[src/rtl/bfm_pkg.sv]
// ----------------------------------------------------------------------------
// bfm_pkg: shared types and constants for the byte FIFO with message marks
// Sizes, operation codes, channel payloads and scan-unit interface structs.
// ----------------------------------------------------------------------------
package bfm_pkg;

	localparam int DEPTH  = 256;
	localparam int PTR_W  = $clog2(DEPTH);
	localparam int CAP_W  = PTR_W + 1;    // holds DEPTH itself
	localparam int DIST_W = PTR_W + 2;    // signed-wrap room for distances
	localparam int CFG_W  = 9;
	localparam int OP_W   = 3;

	localparam logic [OP_W-1:0] OP_WRITE = 3'd0;
	localparam logic [OP_W-1:0] OP_READ  = 3'd1;
	localparam logic [OP_W-1:0] OP_PEEK  = 3'd2;
	localparam logic [OP_W-1:0] OP_MARK  = 3'd3;
	localparam logic [OP_W-1:0] OP_CLEAR = 3'd4;

	typedef struct packed {
		logic [OP_W-1:0] operation;
		logic [7:0]      data_in;
	} in_item_t;

	typedef struct packed {
		logic [7:0] data_out;
		logic       ok;
		logic       is_full;
		logic       is_empty;
		logic [8:0] fill_level;
		logic       mark_at_head;
		logic [8:0] to_mark_count;
		logic [7:0] since_mark_count;
		logic       since_mark_valid;
		logic [8:0] mark_total;
	} out_item_t;

	typedef struct packed {
		logic clear;
		logic step;
	} scan_ctl_t;

	typedef struct packed {
		logic              have_fwd;
		logic [DIST_W-1:0] best_fwd;
		logic              have_back;
		logic [DIST_W-1:0] best_back;
		logic [CAP_W-1:0]  total;
	} scan_res_t;

	// Ring increment: wraps to zero when stepping to or past capacity.
	function automatic logic [PTR_W-1:0] next_ptr(input logic [PTR_W-1:0] p,
		input logic [CAP_W-1:0] cap);
		logic [CAP_W-1:0] sum;
		sum = {1'b0, p} + CAP_W'(1);
		return (sum >= cap) ? '0 : sum[PTR_W-1:0];
	endfunction

endpackage

[src/rtl/bfm_chan_if.sv]
// ----------------------------------------------------------------------------
// bfm_chan_if: valid/ready channel
// Carries one payload per transfer; transfer when valid and ready are high.
// ----------------------------------------------------------------------------
interface bfm_chan_if #(parameter type payload_t = logic) ();

	logic     valid;
	logic     ready;
	payload_t payload;

	modport source (output valid, output payload, input ready);
	modport sink   (input valid, input payload, output ready);

endinterface

[src/rtl/byte_fifo_with_message_marks.sv]
// ----------------------------------------------------------------------------
// byte_fifo_with_message_marks: ring byte FIFO with end-of-message marks
// Command-driven byte ring with one mark bit per entry and a mark scan.
// ----------------------------------------------------------------------------
// Usage
//   in_ch  : one command per transfer (operation, data_in). Write, read, peek,
//            mark last written byte, clear. Unused codes leave state alone.
//   out_ch : one status item per command (head byte, ok, flags, fill, marks).
//   cfg_we/cfg_wdata : capacity, written only while idle; clear after a change.
// Sequence
//   Executing, then reading each mark bit into the shared distance unit,
//   waiting for the last read to pass the unit, then forming the result in
//   the output register, which raises out_ch.valid.
//   in_ch.ready is high only between commands, once the last result is loaded.
// Reset
//   arst_n clears pointers, full flag, sequencer; capacity back to DEPTH, bytes
//   kept. A sweep over every entry then zeroes the mark bits, in_ch.ready low.
// Stall
//   The result waits in the output register; the next command is taken
//   meanwhile, but its result holds in the final step until out_ch drains.
// ----------------------------------------------------------------------------
module byte_fifo_with_message_marks
	import bfm_pkg::*;
(
	input  logic             clk,
	input  logic             arst_n,
	input  logic             cfg_we,
	input  logic [CFG_W-1:0] cfg_wdata,
	bfm_chan_if.sink         in_ch,
	bfm_chan_if.source       out_ch
);

	localparam logic [2:0] ST_INIT = 3'd0;
	localparam logic [2:0] ST_IDLE = 3'd1;
	localparam logic [2:0] ST_EXEC = 3'd2;
	localparam logic [2:0] ST_SCAN = 3'd3;
	localparam logic [2:0] ST_DONE = 3'd4;

	logic [2:0]       state_q;
	logic [CFG_W-1:0] cap_q;
	logic [PTR_W-1:0] rp_q, wp_q, lwp_q, idx_q;
	logic             full_q;
	logic             mark_mem [DEPTH];
	logic             mark_rd_s1, step_s1, head_mark_q;
	logic [PTR_W-1:0] idx_s1;
	logic [OP_W-1:0]  op_q;
	logic [7:0]       din_q, dout_q;
	logic             ok_q;
	logic             out_valid_q;
	out_item_t        out_q;

	logic [CAP_W-1:0] eff_cap, fill_w;
	logic [PTR_W-1:0] wp_next, rp_next;
	logic             empty_now, in_take, out_load, store_we;
	logic             mark_we, mark_wdata, mark_seen;
	logic [PTR_W-1:0] mark_waddr;
	logic [7:0]       store_rdata;
	scan_ctl_t        scan_ctl;
	scan_res_t        scan_res;
	in_item_t         in_item;

	assign in_item = in_ch.payload;

	// Capacity clamp: zero acts as one, anything above the built depth as DEPTH.
	always_comb begin
		if (cap_q == '0) begin
			eff_cap = CAP_W'(1);
		end else if (int'(cap_q) > DEPTH) begin
			eff_cap = CAP_W'(DEPTH);
		end else begin
			eff_cap = CAP_W'(cap_q);
		end
	end

	assign wp_next   = next_ptr(wp_q, eff_cap);
	assign rp_next   = next_ptr(rp_q, eff_cap);
	assign empty_now = (rp_q == wp_q) && !full_q;

	assign in_ch.ready = (state_q == ST_IDLE);
	assign in_take     = in_ch.valid && (state_q == ST_IDLE);
	// wait for the last registered mark to leave the scan unit
	assign out_load    = (state_q == ST_DONE) && !step_s1 && (!out_valid_q || out_ch.ready);
	assign store_we    = (state_q == ST_EXEC) && (op_q == OP_WRITE) && !full_q;

	// fill level in modular CAP_W arithmetic
	always_comb begin
		if (full_q) begin
			fill_w = eff_cap;
		end else if (rp_q == wp_q) begin
			fill_w = '0;
		end else if (wp_q > rp_q) begin
			fill_w = CAP_W'(wp_q) - CAP_W'(rp_q);
		end else begin
			fill_w = eff_cap - CAP_W'(rp_q) + CAP_W'(wp_q);
		end
	end

	bfm_store u_store (
		.clk   (clk),
		.we    (store_we),
		.waddr (wp_q),
		.wdata (din_q),
		.raddr (rp_q),
		.rdata (store_rdata)
	);

	// Mark bit write port: reset sweep, head clear on read, mark of the last
	// written entry, and the sweep of a clear riding along with the scan.
	always_comb begin
		mark_we    = 1'b0;
		mark_waddr = idx_q;
		mark_wdata = 1'b0;
		case (state_q)
			ST_INIT: begin
				mark_we = 1'b1;
			end
			ST_EXEC: begin
				if (op_q == OP_READ) begin
					mark_we    = 1'b1;
					mark_waddr = rp_q;
				end else if ((op_q == OP_MARK) && !empty_now) begin
					mark_we    = 1'b1;
					mark_waddr = lwp_q;
					mark_wdata = 1'b1;
				end
			end
			ST_SCAN: begin
				mark_we = (op_q == OP_CLEAR);
			end
			default: begin
			end
		endcase
	end

	// mark bits, one registered read per cycle at the scan index
	always_ff @(posedge clk) begin
		if (mark_we) begin
			mark_mem[mark_waddr] <= mark_wdata;
		end
		mark_rd_s1 <= mark_mem[idx_q];
	end

	// a clear wipes marks during its own scan, so old bits read as zero
	assign mark_seen = mark_rd_s1 && (op_q != OP_CLEAR);

	always_ff @(posedge clk or negedge arst_n) begin
		if (!arst_n) begin
			step_s1     <= 1'b0;
			idx_s1      <= '0;
			head_mark_q <= 1'b0;
		end else begin
			step_s1 <= (state_q == ST_SCAN);
			idx_s1  <= idx_q;
			if (step_s1 && (idx_s1 == rp_q)) begin
				head_mark_q <= mark_seen;
			end
		end
	end

	assign scan_ctl.clear = (state_q == ST_EXEC);
	assign scan_ctl.step  = step_s1;

	bfm_scan u_scan (
		.clk      (clk),
		.arst_n   (arst_n),
		.ctl      (scan_ctl),
		.idx      (idx_s1),
		.mark     (mark_seen),
		.read_ptr (rp_q),
		.last_ptr (lwp_q),
		.cap      (eff_cap),
		.res      (scan_res)
	);

	// capacity register
	always_ff @(posedge clk or negedge arst_n) begin
		if (!arst_n) begin
			cap_q <= CFG_W'(DEPTH);
		end else if (cfg_we) begin
			cap_q <= cfg_wdata;
		end
	end

	// sequencer and ring state
	always_ff @(posedge clk or negedge arst_n) begin
		if (!arst_n) begin
			state_q <= ST_INIT;
			rp_q    <= '0;
			wp_q    <= '0;
			lwp_q   <= '0;
			full_q  <= 1'b0;
			idx_q   <= '0;
			op_q    <= OP_PEEK;
			din_q   <= '0;
			dout_q  <= '0;
			ok_q    <= 1'b0;
		end else begin
			case (state_q)
				ST_INIT: begin
					idx_q <= idx_q + PTR_W'(1);
					if (idx_q == PTR_W'(DEPTH - 1)) begin
						state_q <= ST_IDLE;
					end
				end
				ST_IDLE: begin
					if (in_take) begin
						op_q    <= in_item.operation;
						din_q   <= in_item.data_in;
						state_q <= ST_EXEC;
					end
				end
				ST_EXEC: begin
					dout_q  <= '0;
					ok_q    <= 1'b0;
					idx_q   <= '0;
					state_q <= ST_SCAN;
					case (op_q)
						OP_WRITE: begin
							if (!full_q) begin
								lwp_q  <= wp_q;
								wp_q   <= wp_next;
								full_q <= (wp_next == rp_q);
								ok_q   <= 1'b1;
							end
						end
						OP_READ: begin
							dout_q <= store_rdata;
							if (!empty_now) begin
								rp_q <= rp_next;
								ok_q <= 1'b1;
							end
							full_q <= 1'b0;
						end
						OP_PEEK: begin
							dout_q <= store_rdata;
						end
						OP_MARK: begin
							if (!empty_now) begin
								ok_q <= 1'b1;
							end
						end
						OP_CLEAR: begin
							rp_q   <= '0;
							wp_q   <= '0;
							lwp_q  <= '0;
							full_q <= 1'b0;
						end
						default: begin
						end
					endcase
				end
				ST_SCAN: begin
					idx_q <= idx_q + PTR_W'(1);
					if (idx_q == PTR_W'(DEPTH - 1)) begin
						state_q <= ST_DONE;
					end
				end
				ST_DONE: begin
					if (out_load) begin
						state_q <= ST_IDLE;
					end
				end
				default: begin
					state_q <= ST_IDLE;
				end
			endcase
		end
	end

	// output register: holds the result until the transfer
	always_ff @(posedge clk or negedge arst_n) begin
		if (!arst_n) begin
			out_valid_q <= 1'b0;
			out_q       <= '0;
		end else if (out_load) begin
			out_valid_q            <= 1'b1;
			out_q.data_out         <= dout_q;
			out_q.ok               <= ok_q;
			out_q.is_full          <= full_q;
			out_q.is_empty         <= empty_now;
			out_q.fill_level       <= 9'(fill_w);
			out_q.mark_at_head     <= head_mark_q;
			out_q.to_mark_count    <= scan_res.have_fwd ?
				9'(scan_res.best_fwd + DIST_W'(1)) : 9'd0;
			out_q.since_mark_count <= scan_res.have_back ?
				8'(scan_res.best_back) : 8'd0;
			out_q.since_mark_valid <= scan_res.have_back;
			out_q.mark_total       <= 9'(scan_res.total);
		end else if (out_ch.ready) begin
			out_valid_q <= 1'b0;
		end
	end

	assign out_ch.valid   = out_valid_q;
	assign out_ch.payload = out_q;

endmodule

[src/rtl/bfm_store.sv]
// ----------------------------------------------------------------------------
// bfm_store: byte storage of the ring
// One write port, one read port with registered read data.
// ----------------------------------------------------------------------------
module bfm_store
	import bfm_pkg::*;
(
	input  logic             clk,
	input  logic             we,
	input  logic [PTR_W-1:0] waddr,
	input  logic [7:0]       wdata,
	input  logic [PTR_W-1:0] raddr,
	output logic [7:0]       rdata
);

	logic [7:0] mem [DEPTH];
	logic [7:0] rdata_q;

	always_ff @(posedge clk) begin
		if (we) begin
			mem[waddr] <= wdata;
		end
		rdata_q <= mem[raddr];
	end

	assign rdata = rdata_q;

endmodule

[src/rtl/bfm_scan.sv]
// ----------------------------------------------------------------------------
// bfm_scan: mark distance unit
// Takes one ring entry per step, forms its forward and backward distances and
// keeps the running minimum of each plus the count of marks seen.
// ----------------------------------------------------------------------------
module bfm_scan
	import bfm_pkg::*;
(
	input  logic             clk,
	input  logic             arst_n,
	input  scan_ctl_t        ctl,
	input  logic [PTR_W-1:0] idx,
	input  logic             mark,
	input  logic [PTR_W-1:0] read_ptr,
	input  logic [PTR_W-1:0] last_ptr,
	input  logic [CAP_W-1:0] cap,
	output scan_res_t        res
);

	logic [DIST_W-1:0] idx_w, rp_w, lp_w, cap_w, fwd, back;
	scan_res_t         res_q;

	// Distances go negative when pointers sit past a shrunk capacity; in
	// DIST_W bits those compare above every non-negative value, as wide
	// unsigned arithmetic would.
	always_comb begin
		idx_w = DIST_W'(idx);
		rp_w  = DIST_W'(read_ptr);
		lp_w  = DIST_W'(last_ptr);
		cap_w = DIST_W'(cap);
		fwd   = (idx >= read_ptr) ? idx_w - rp_w : idx_w + cap_w - rp_w;
		back  = (idx <= last_ptr) ? lp_w - idx_w : cap_w - (idx_w - lp_w);
	end

	always_ff @(posedge clk or negedge arst_n) begin
		if (!arst_n) begin
			res_q <= '0;
		end else if (ctl.clear) begin
			res_q <= '0;
		end else if (ctl.step && mark) begin
			res_q.total <= res_q.total + CAP_W'(1);
			// strict compare: lowest index wins a tie
			if (!res_q.have_fwd || fwd < res_q.best_fwd) begin
				res_q.have_fwd <= 1'b1;
				res_q.best_fwd <= fwd;
			end
			if (!res_q.have_back || back < res_q.best_back) begin
				res_q.have_back <= 1'b1;
				res_q.best_back <= back;
			end
		end
	end

	assign res = res_q;

endmodule

[src/flat_wrapper.sv]
// flat-port wrapper written by rule: the top's interface ports become plain ports
module byte_fifo_with_message_marks_flat import bfm_pkg::*;
  (clk, arst_n, cfg_we, cfg_wdata, in_ch_valid, in_ch_payload, in_ch_ready, out_ch_valid, out_ch_payload, out_ch_ready);
  bfm_chan_if #(.payload_t(in_item_t)) in_ch_i ();
  bfm_chan_if #(.payload_t(out_item_t)) out_ch_i ();
  input  logic clk;
  input  logic arst_n;
  input  logic cfg_we;
  input  logic [CFG_W-1:0] cfg_wdata;
  input wire logic [$bits(in_ch_i.valid)-1:0] in_ch_valid;
  input wire logic [$bits(in_ch_i.payload)-1:0] in_ch_payload;
  output wire logic [$bits(in_ch_i.ready)-1:0] in_ch_ready;
  output wire logic [$bits(out_ch_i.valid)-1:0] out_ch_valid;
  output wire logic [$bits(out_ch_i.payload)-1:0] out_ch_payload;
  input wire logic [$bits(out_ch_i.ready)-1:0] out_ch_ready;
  assign in_ch_i.valid = in_ch_valid;
  assign in_ch_i.payload = in_ch_payload;
  assign in_ch_ready = in_ch_i.ready;
  assign out_ch_valid = out_ch_i.valid;
  assign out_ch_payload = out_ch_i.payload;
  assign out_ch_i.ready = out_ch_ready;
  byte_fifo_with_message_marks u_core (.clk(clk), .arst_n(arst_n), .cfg_we(cfg_we), .cfg_wdata(cfg_wdata), .in_ch(in_ch_i), .out_ch(out_ch_i));
endmodule
[config.mk]
export PLATFORM = sky130hd
export DESIGN_NAME = byte_fifo_with_message_marks_flat
export DESIGN_NICKNAME = d
export VERILOG_FILES = /design/src/rtl/bfm_pkg.sv /design/src/rtl/bfm_chan_if.sv /design/src/rtl/byte_fifo_with_message_marks.sv /design/src/rtl/bfm_store.sv /design/src/rtl/bfm_scan.sv /design/src/flat_wrapper.sv
export SDC_FILE = /design/constraint.sdc
export NUM_CORES = 2
export LEC_CHECK = 0
export BUFFER_PORTS_ARGS = -buffer_cell sky130_fd_sc_hd__buf_2
export CORE_MARGIN = 1.5
export CORE_UTILIZATION = 41
export CTS_CLUSTER_SIZE = 24
export DETAILED_ROUTE_END_ITERATION = 8
export GPL_ROUTABILITY_DRIVEN = 1
export PLACE_DENSITY = 0.57
export SLEW_MARGIN = 30
export SYNTH_ARGS = -nofsm -noshare
export SYNTH_HDL_FRONTEND = slang
export SYNTH_SLANG_ARGS = --single-unit
[constraint.sdc]
create_clock -name clk -period 24.9 [get_ports clk]
set_clock_uncertainty 0.2 [all_clocks]
set_input_delay 2.49 -clock clk [delete_from_list [all_inputs] [get_ports clk]]
set_output_delay 2.49 -clock clk [all_outputs]
set_load 0.02 [all_outputs]
[After elaboration in Yosys (flattened, before gate mapping)]
Memory sizes are Yosys's and may differ from the RTL's. A register that Yosys moved wholly into a read port is not among the register bits.
Index checks and enable logic that the tools add are counted.
Storage, ports and cells
  memories kept: 2
  RAM bits: 2304
  flip-flop bits (word level): 155
  input bits: 25
Memories
  u_core.u_store.mem: words 256, bits a word 8, rd ports 1, clocked after memory_dff 1, wr ports 1, line bfm_store.sv:16  | logic [7:0] mem [DEPTH];
  u_core.mark_mem: words 256, bits a word 1, rd ports 1, clocked after memory_dff 1, wr ports 1, line byte_fifo_with_message_marks.sv:43  | logic mark_mem [DEPTH];
Operators by class
  $add $sub $neg: 14
  order comparisons: 8
  reductions and logical operators: 41
  equality and inequality tests: 19
  muxes and demuxes: 47
Operators by type and width (number)
  $mux W8: 10
  $pmux W8 S2: 4
  $mux W31: 2
  $mux W9: 6
  $sub A8 B8 Y9: 4
  $eq A8 B8 Y1: 3
  $mux W11: 2
  $lt A10 B10 Y1: 2
  $mux W10: 2
  $add A8 B1 Y9 const B: 2
  $add A9 B1 Y9 const B: 2
  $ge A9 B9 Y1: 2
  $reduce_bool A2 Y1: 8
  $pmux W3 S5: 1
  $mux W1: 13
  $eq A3 B2 Y1 const B: 4
  $mux W3: 4
  $add A8 B9 Y10: 1
  $logic_and A1 B1 Y1: 10
  $sub A10 B8 Y10: 1
  $sub A9 B10 Y10: 1
  $add A9 B8 Y9: 1
  $gt A9 B9 Y1 const B: 1
  $logic_not A9 Y1: 1
  other kinds (20): 42

[Depth between registers and ports, before layout]
  depth after elaboration: 11
  mapped depth: 24

[Hierarchy]
From an unflattened synthesis, not the netlist that was laid out.
Second synthesis, totals
  cells, all modules: 5828
  area total of the unflattened synthesis: 102261.8 um2
By module, submodules not included
  bfm_store: sequential area each 61659.1 um2, instances 1, cells each 3733, area an instance 79556.3 um2
  byte_fifo_with_message_marks: sequential area each 10812.9 um2, instances 1, cells each 1586, area an instance 18504.0 um2
  bfm_scan: sequential area each 775.7 um2, instances 1, cells each 509, area an instance 4201.5 um2

[Worst setup path after synthesis]
OpenSTA, ideal clock, no wires.
  path kind: register -> register
  start: register u_core.rp_q[4]
  end: memory u_core.mark_mem[0] (data pin)
  arrival time: 8.214 ns
  stages on the path, launching flop included: 10
  setup slack: 15.093 ns
  path buffers: 4
  cells stage by stage: dfrtp_1 -> clkbuf_1 -> inv_1 -> clkbuf_1 -> clkbuf_1 -> buf_1 -> ha_1 -> nand4_1 -> o311ai_4 -> nor2_1
Between the ends
  cells in the longest elaborated chain, start to end: 7
Ends and longest elaborated chain
  from (decl): line byte_fifo_with_message_marks.sv:41  | logic [PTR_W-1:0] rp_q, wp_q, lwp_q, idx_q;
  from (signal assigned): line byte_fifo_with_message_marks.sv:229  | rp_q <= rp_next;
  $eq A8 B8 Y1: line byte_fifo_with_message_marks.sv:77  | assign empty_now = (rp_q == wp_q) && !full_q;
  $logic_and A1 B1 Y1: line byte_fifo_with_message_marks.sv:77
  $logic_not A1 Y1: line byte_fifo_with_message_marks.sv:121  | end else if ((op_q == OP_MARK) && !empty_now) begin
  $logic_and A1 B1 Y1: line byte_fifo_with_message_marks.sv:121
  $mux W1: line byte_fifo_with_message_marks.sv:121
  $mux W1: line byte_fifo_with_message_marks.sv:118  | if (op_q == OP_READ) begin
  $mux W1: line byte_fifo_with_message_marks.sv:113  | case (state_q)
  via u_core.mark_wdata: line byte_fifo_with_message_marks.sv:55  | logic mark_we, mark_wdata, mark_seen;
  to (decl): line byte_fifo_with_message_marks.sv:43
The timed path passes the listed nets, and every way through them passes these cells.

==> metrics.md <==
| Metric | Value |
|---|---|
| Slew Viols, Final | `0` |
| Transition at the pin with the smallest max-transition slack | `1.12 ns` |
| Crit Path Class | `register to register` |
| Delay of the slowest cell on the worst path | `0.82 ns` |
| Fraction of layout instances using a drive strength above 1 | `0.216` |
| Number of enable-type register cells in the synthesized netlist | `2,304` |
| Maximum number of buffers from clock root to sink | `4` |
| Hold Violations, Final | `0` |
| Num CTS Buffers | `277` |
| Final sum of negative setup slack | `0 ns` |
| Wire per inst | `30.4 microns` |
| Setup repair after global routing missed its margin | `no` |
| Synth Area in Compound Gates | `0.0394` |
| Synth warn | `0` |
| Gp weighted congestion | `0.860` |
| Die span in x | `502 microns` |
| Netlist area before placement | `102,000 sq um` |
| Initial antenna violation count | `19` |
| Routed vias | `55,200` |
| Later-pin clock latency in the skew report | `0.93 ns` |
| Endpoint of the most critical register-to-register path | `u_core.u_store.rdata[6]` |
| XOR/XNOR Fraction of Synth Area | `0.00661` |
| Die Span Y | `502 microns` |
| Setup repair bufs after CTS | `0` |
| Floorplan Core Area | `247,000 sq um` |
| Aggregate global-route resource usage | `0.225` |
| Final HPWL DP | `172 mm` |
| Largest area contributor in the netlist | `edfxtp_1` |
| Layout net count | `6,000` |
| Critical path peak fanout | `86` |
| Synth unique cells | `89` |
| Most used flip-flop cell after synthesis | `edfxtp_1` |
| Number of global-route vias before repair | `54,700` |
| Global-route wire length before repair | `405 mm` |
| Pin count of the biggest net entering global routing | `257` |
| Startpoint class of the critical path | `register` |
| Leakage power total | `36.3 nW` |
| Number of H-tree branching levels | `5` |
| Vias per cell | `5.89` |
| Endpoint, Worst Hold | `u_core.out_ch.payload[15]` |
| Maximum clock frequency | `156 MHz` |
| 1st-pass router iterations | `5` |
| Ys async rst share | `0.0628` |
| Synth Instances | `5,692` |
| Cells resized by post-CTS repair | `0` |
| Slowest cell on crit path | `buf_4` |
| Kind of end point of the critical path | `register` |
| #FFs+latches synth | `2,468` |
| DRC Markers | `0` |
| Detail Route Antenna Nets | `0` |
| Worst rel slew slack | `0.253` |
| Post-route fraction of the period consumed by the critical path | `0.257` |
| Cell Chain, Critical Path | `buf_4 > buf_12 > buf_4 > buf_4 > buf_4 > mux4_2 > nor2_1 > nor2_1 > o22ai_1 > o311ai_0 > nand3_1 > o31ai_1` |
| Final setup violation count | `0` |
| Crit-path leading delay family | `buffers and inverters` |
| Maximum capacitance violations | `0` |
| Worst reg-to-reg setup slack | `18.50 ns` |
| Synth Area in Adders | `0.0169` |
| Reg2Reg Launch Point | `u_core.rp_q[1]` |
| Worst min path class | `register to register` |
| Clk Tree Root Cell | `clkbuf_16` |
| I/O Buffers | `74` |
| Hold_buf cts | `0` |
| Endpoint required time on the critical path | `25.52 ns` |
| Growth of design area from synthesis to finish | `12.7%` |
| Mean area per synthesized cell | `17.9 sq um` |
| Placed cell area | `106,000 sq um` |
| Initial core utilization | `0.414` |
| Post-route standard cell area excluding fillers | `115,000 sq um` |
| Dominant combinational cell family by area after synthesis | `multiplexers` |
| Cells taking the most area after synthesis | `edfxtp_1, mux4_2, dfrtp_1, nor2_1, mux2i_1` |
| I/O pins | `75` |
| Sequential-to-total area share from yosys stat | `0.718` |
| Core Rows | `182` |
| Sinks on the clock net | `2,468` |
| Worst-case reg-to-reg path depth | `12` |
| Critical path data arrival time | `7.02 ns` |
| Clock edge transition at the registers on the reported setup and hold paths | `0.06 ns` |
| Simple-gate portion of the synthesized area | `0.0497` |
| Final critical-path required period | `6.40 ns` |
| Peak supply drop | `85.8 uV` |
| Hold-critical path depth | `2` |
| Cell type with the highest occurrence count on the critical path | `buf_4` |
| Share of cell area taken by muxes after synthesis | `0.148` |
| Synth Net Count | `5,840` |
| Die Outline Area | `252,000 sq um` |
| Utilization after layout | `0.466` |
| Initial detailed-routing violation count | `7,087` |
| Status | `complete, no violations` |
| CTS tree | `built` |
| Yosys top cell area share | `0.678` |
| Number of cells on the critical path | `12` |
| Hold Crit Start | `u_core.out_ch.payload[15]` |
| Power density of the placed cells | `106 nW/um^2` |
| Gr ovfl total | `0` |
| Wirelength, routed | `285 mm` |
| Buf+Inv Stages, Crit Path | `5` |
==> metal layers <==
metal | vias to the layer above | global-route usage | part of all wire
li1 | 22900 | - | -
met2 | 2427 | 0.347 | 0.46
met5 | - | 0 | 0.000077
met1 | 29300 | 0.325 | 0.42
met3 | 456 | 0.0436 | 0.086
met4 | 4 | 0.0625 | 0.027
==> worst max path at each step <==
stage / start / to / slack, ns
2_1_floorplan: u_core.rp_q[4] / u_core.mark_mem[0] / 15.09
3_3_place_gp: u_core.rp_q[1] / u_core.u_store.rdata[6] / 18.52
3_5_place_dp: u_core.rp_q[1] / u_core.u_store.rdata[3] / 18.51
4_1_cts: u_core.rp_q[1] / u_core.u_store.rdata[3] / 18.50
5_1_grt: u_core.rp_q[1] / u_core.u_store.rdata[6] / 18.35
6_report: u_core.rp_q[1] / u_core.u_store.rdata[6] / 18.50
==> registers in the layout, summed over array words and instances, names as in the netlist, 3 cells and up <==
signal,cells
u_core.mark_mem,256
u_core.u_store.rdata,8
u_core.idx_s1,8
u_core.wp_q,8
u_core.state_q,3
u_core.rp_q,8
u_core.din_q,8
u_core.u_scan.res,31
u_core.cap_q,9
u_core.dout_q,8
u_core.lwp_q,8
u_core.out_ch.payload,48
u_core.u_store.mem,2048
u_core.op_q,3
u_core.idx_q,8
==> worst min-delay path: stages (launching register included) <==
cell     delay, ns
dfrtp_1       0.33
nand2_1       0.05
o31ai_1       0.05
==> layout make-up <==
cell class / instances / area (sq um)
Fill cell: 20700 / 132000
Antenna cell: 1 / 2.50
Clock inverter: 118 / 1190
Sequential cell: 2468 / 73300
Timing Repair Buffer: 197 / 1480
Inverter: 118 / 450
Multi-Input combinational cell: 2790 / 26800
Tap cell: 3312 / 4140
Clock buffer: 355 / 7550
==> power by group <==
group	leakage, nW	switching, mW	total, mW	internal [mW]
clock network	4.28	1.61	3.99	2.38
logic	9.47	1.79	2.85	1.07
registers	22.6	0.238	5.37	5.13
==> logic make-up after synthesis <==
family,count (synthesis)
adders and majority gates,126
DFF,2468
AOI/OAI and AO/OA,598
muxes,767
buffers and inverters,434
and+or+nand+nor,1222
xor gates and xnor gates,77
==> per-stage QoR <==
stage          worst slack [ns]  power, mW  cells  hold WS (ns)
2_1_floorplan             15.09       7.44   5692         0.179
3_3_place_gp              18.52       8.24   8878         0.252
3_5_place_dp              18.51       8.31   8884         0.257
4_1_cts                   18.50       12.3   9357         0.271
5_1_grt                   18.35       12.7   9359         0.288
6_report                  18.50       12.2   9359         0.267
==> Yosys cell counts (9+ instances only) <==
cell,instances
a221oi_1,22
mux2i_1,145
xnor2_1,55
o31ai_1,18
fa_1,21
buf_4,38
o21a_1,10
ha_1,102
nor3_1,39
xor2_1,22
o211ai_1,11
dfrtp_1,153
and3_1,10
nor2_1,689
nor2b_1,23
nand3_1,68
nand2b_1,11
dfxtp_1,9
mux2_2,33
a21oi_1,138
a21o_1,30
o22ai_1,44
inv_1,112
mux4_2,588
o21ai_1,13
nand4_1,24
a31oi_1,19
o21ai_0,112
clkbuf_1,128
a22oi_1,18
a211oi_1,21
o221ai_1,37
nand2_1,301
edfxtp_1,2304
buf_6,37
a22o_1,27
a2111oi_0,9
buf_2,87
buf_1,24
and2_1,13
or3_1,14
==> cell usage in the layout, fill, tap and decap left out, types with 21 or more instances in the layout <==
master | synthesis | routed
o22ai_1 | 44 | 44
mux2i_1 | 145 | 145
a221oi_1 | 22 | 22
buf_4 | 38 | 101
mux2_2 | 33 | 33
edfxtp_1 | 2304 | 2304
inv_1 | 112 | 110
a21oi_1 | 138 | 138
nor2b_1 | 23 | 22
nand3_1 | 68 | 65
ha_1 | 102 | 102
xnor2_1 | 55 | 55
clkbuf_16 | 0 | 289
o21ai_0 | 112 | 111
mux4_2 | 588 | 588
a21o_1 | 30 | 30
buf_2 | 87 | 73
clkbuf_1 | 128 | 59
nand2_1 | 301 | 284
dfrtp_1 | 153 | 137
nor2_1 | 689 | 638
nor2_2 | 2 | 52
a22o_1 | 27 | 27
nand4_1 | 24 | 24
fa_1 | 21 | 21
o221ai_1 | 37 | 37
clkinv_1 | 5 | 46
bufinv_16 | 0 | 24
clkinv_2 | 0 | 40
nor3_1 | 39 | 39
xor2_1 | 22 | 22
No activity file was read; power rests on OpenSTA's default activity.
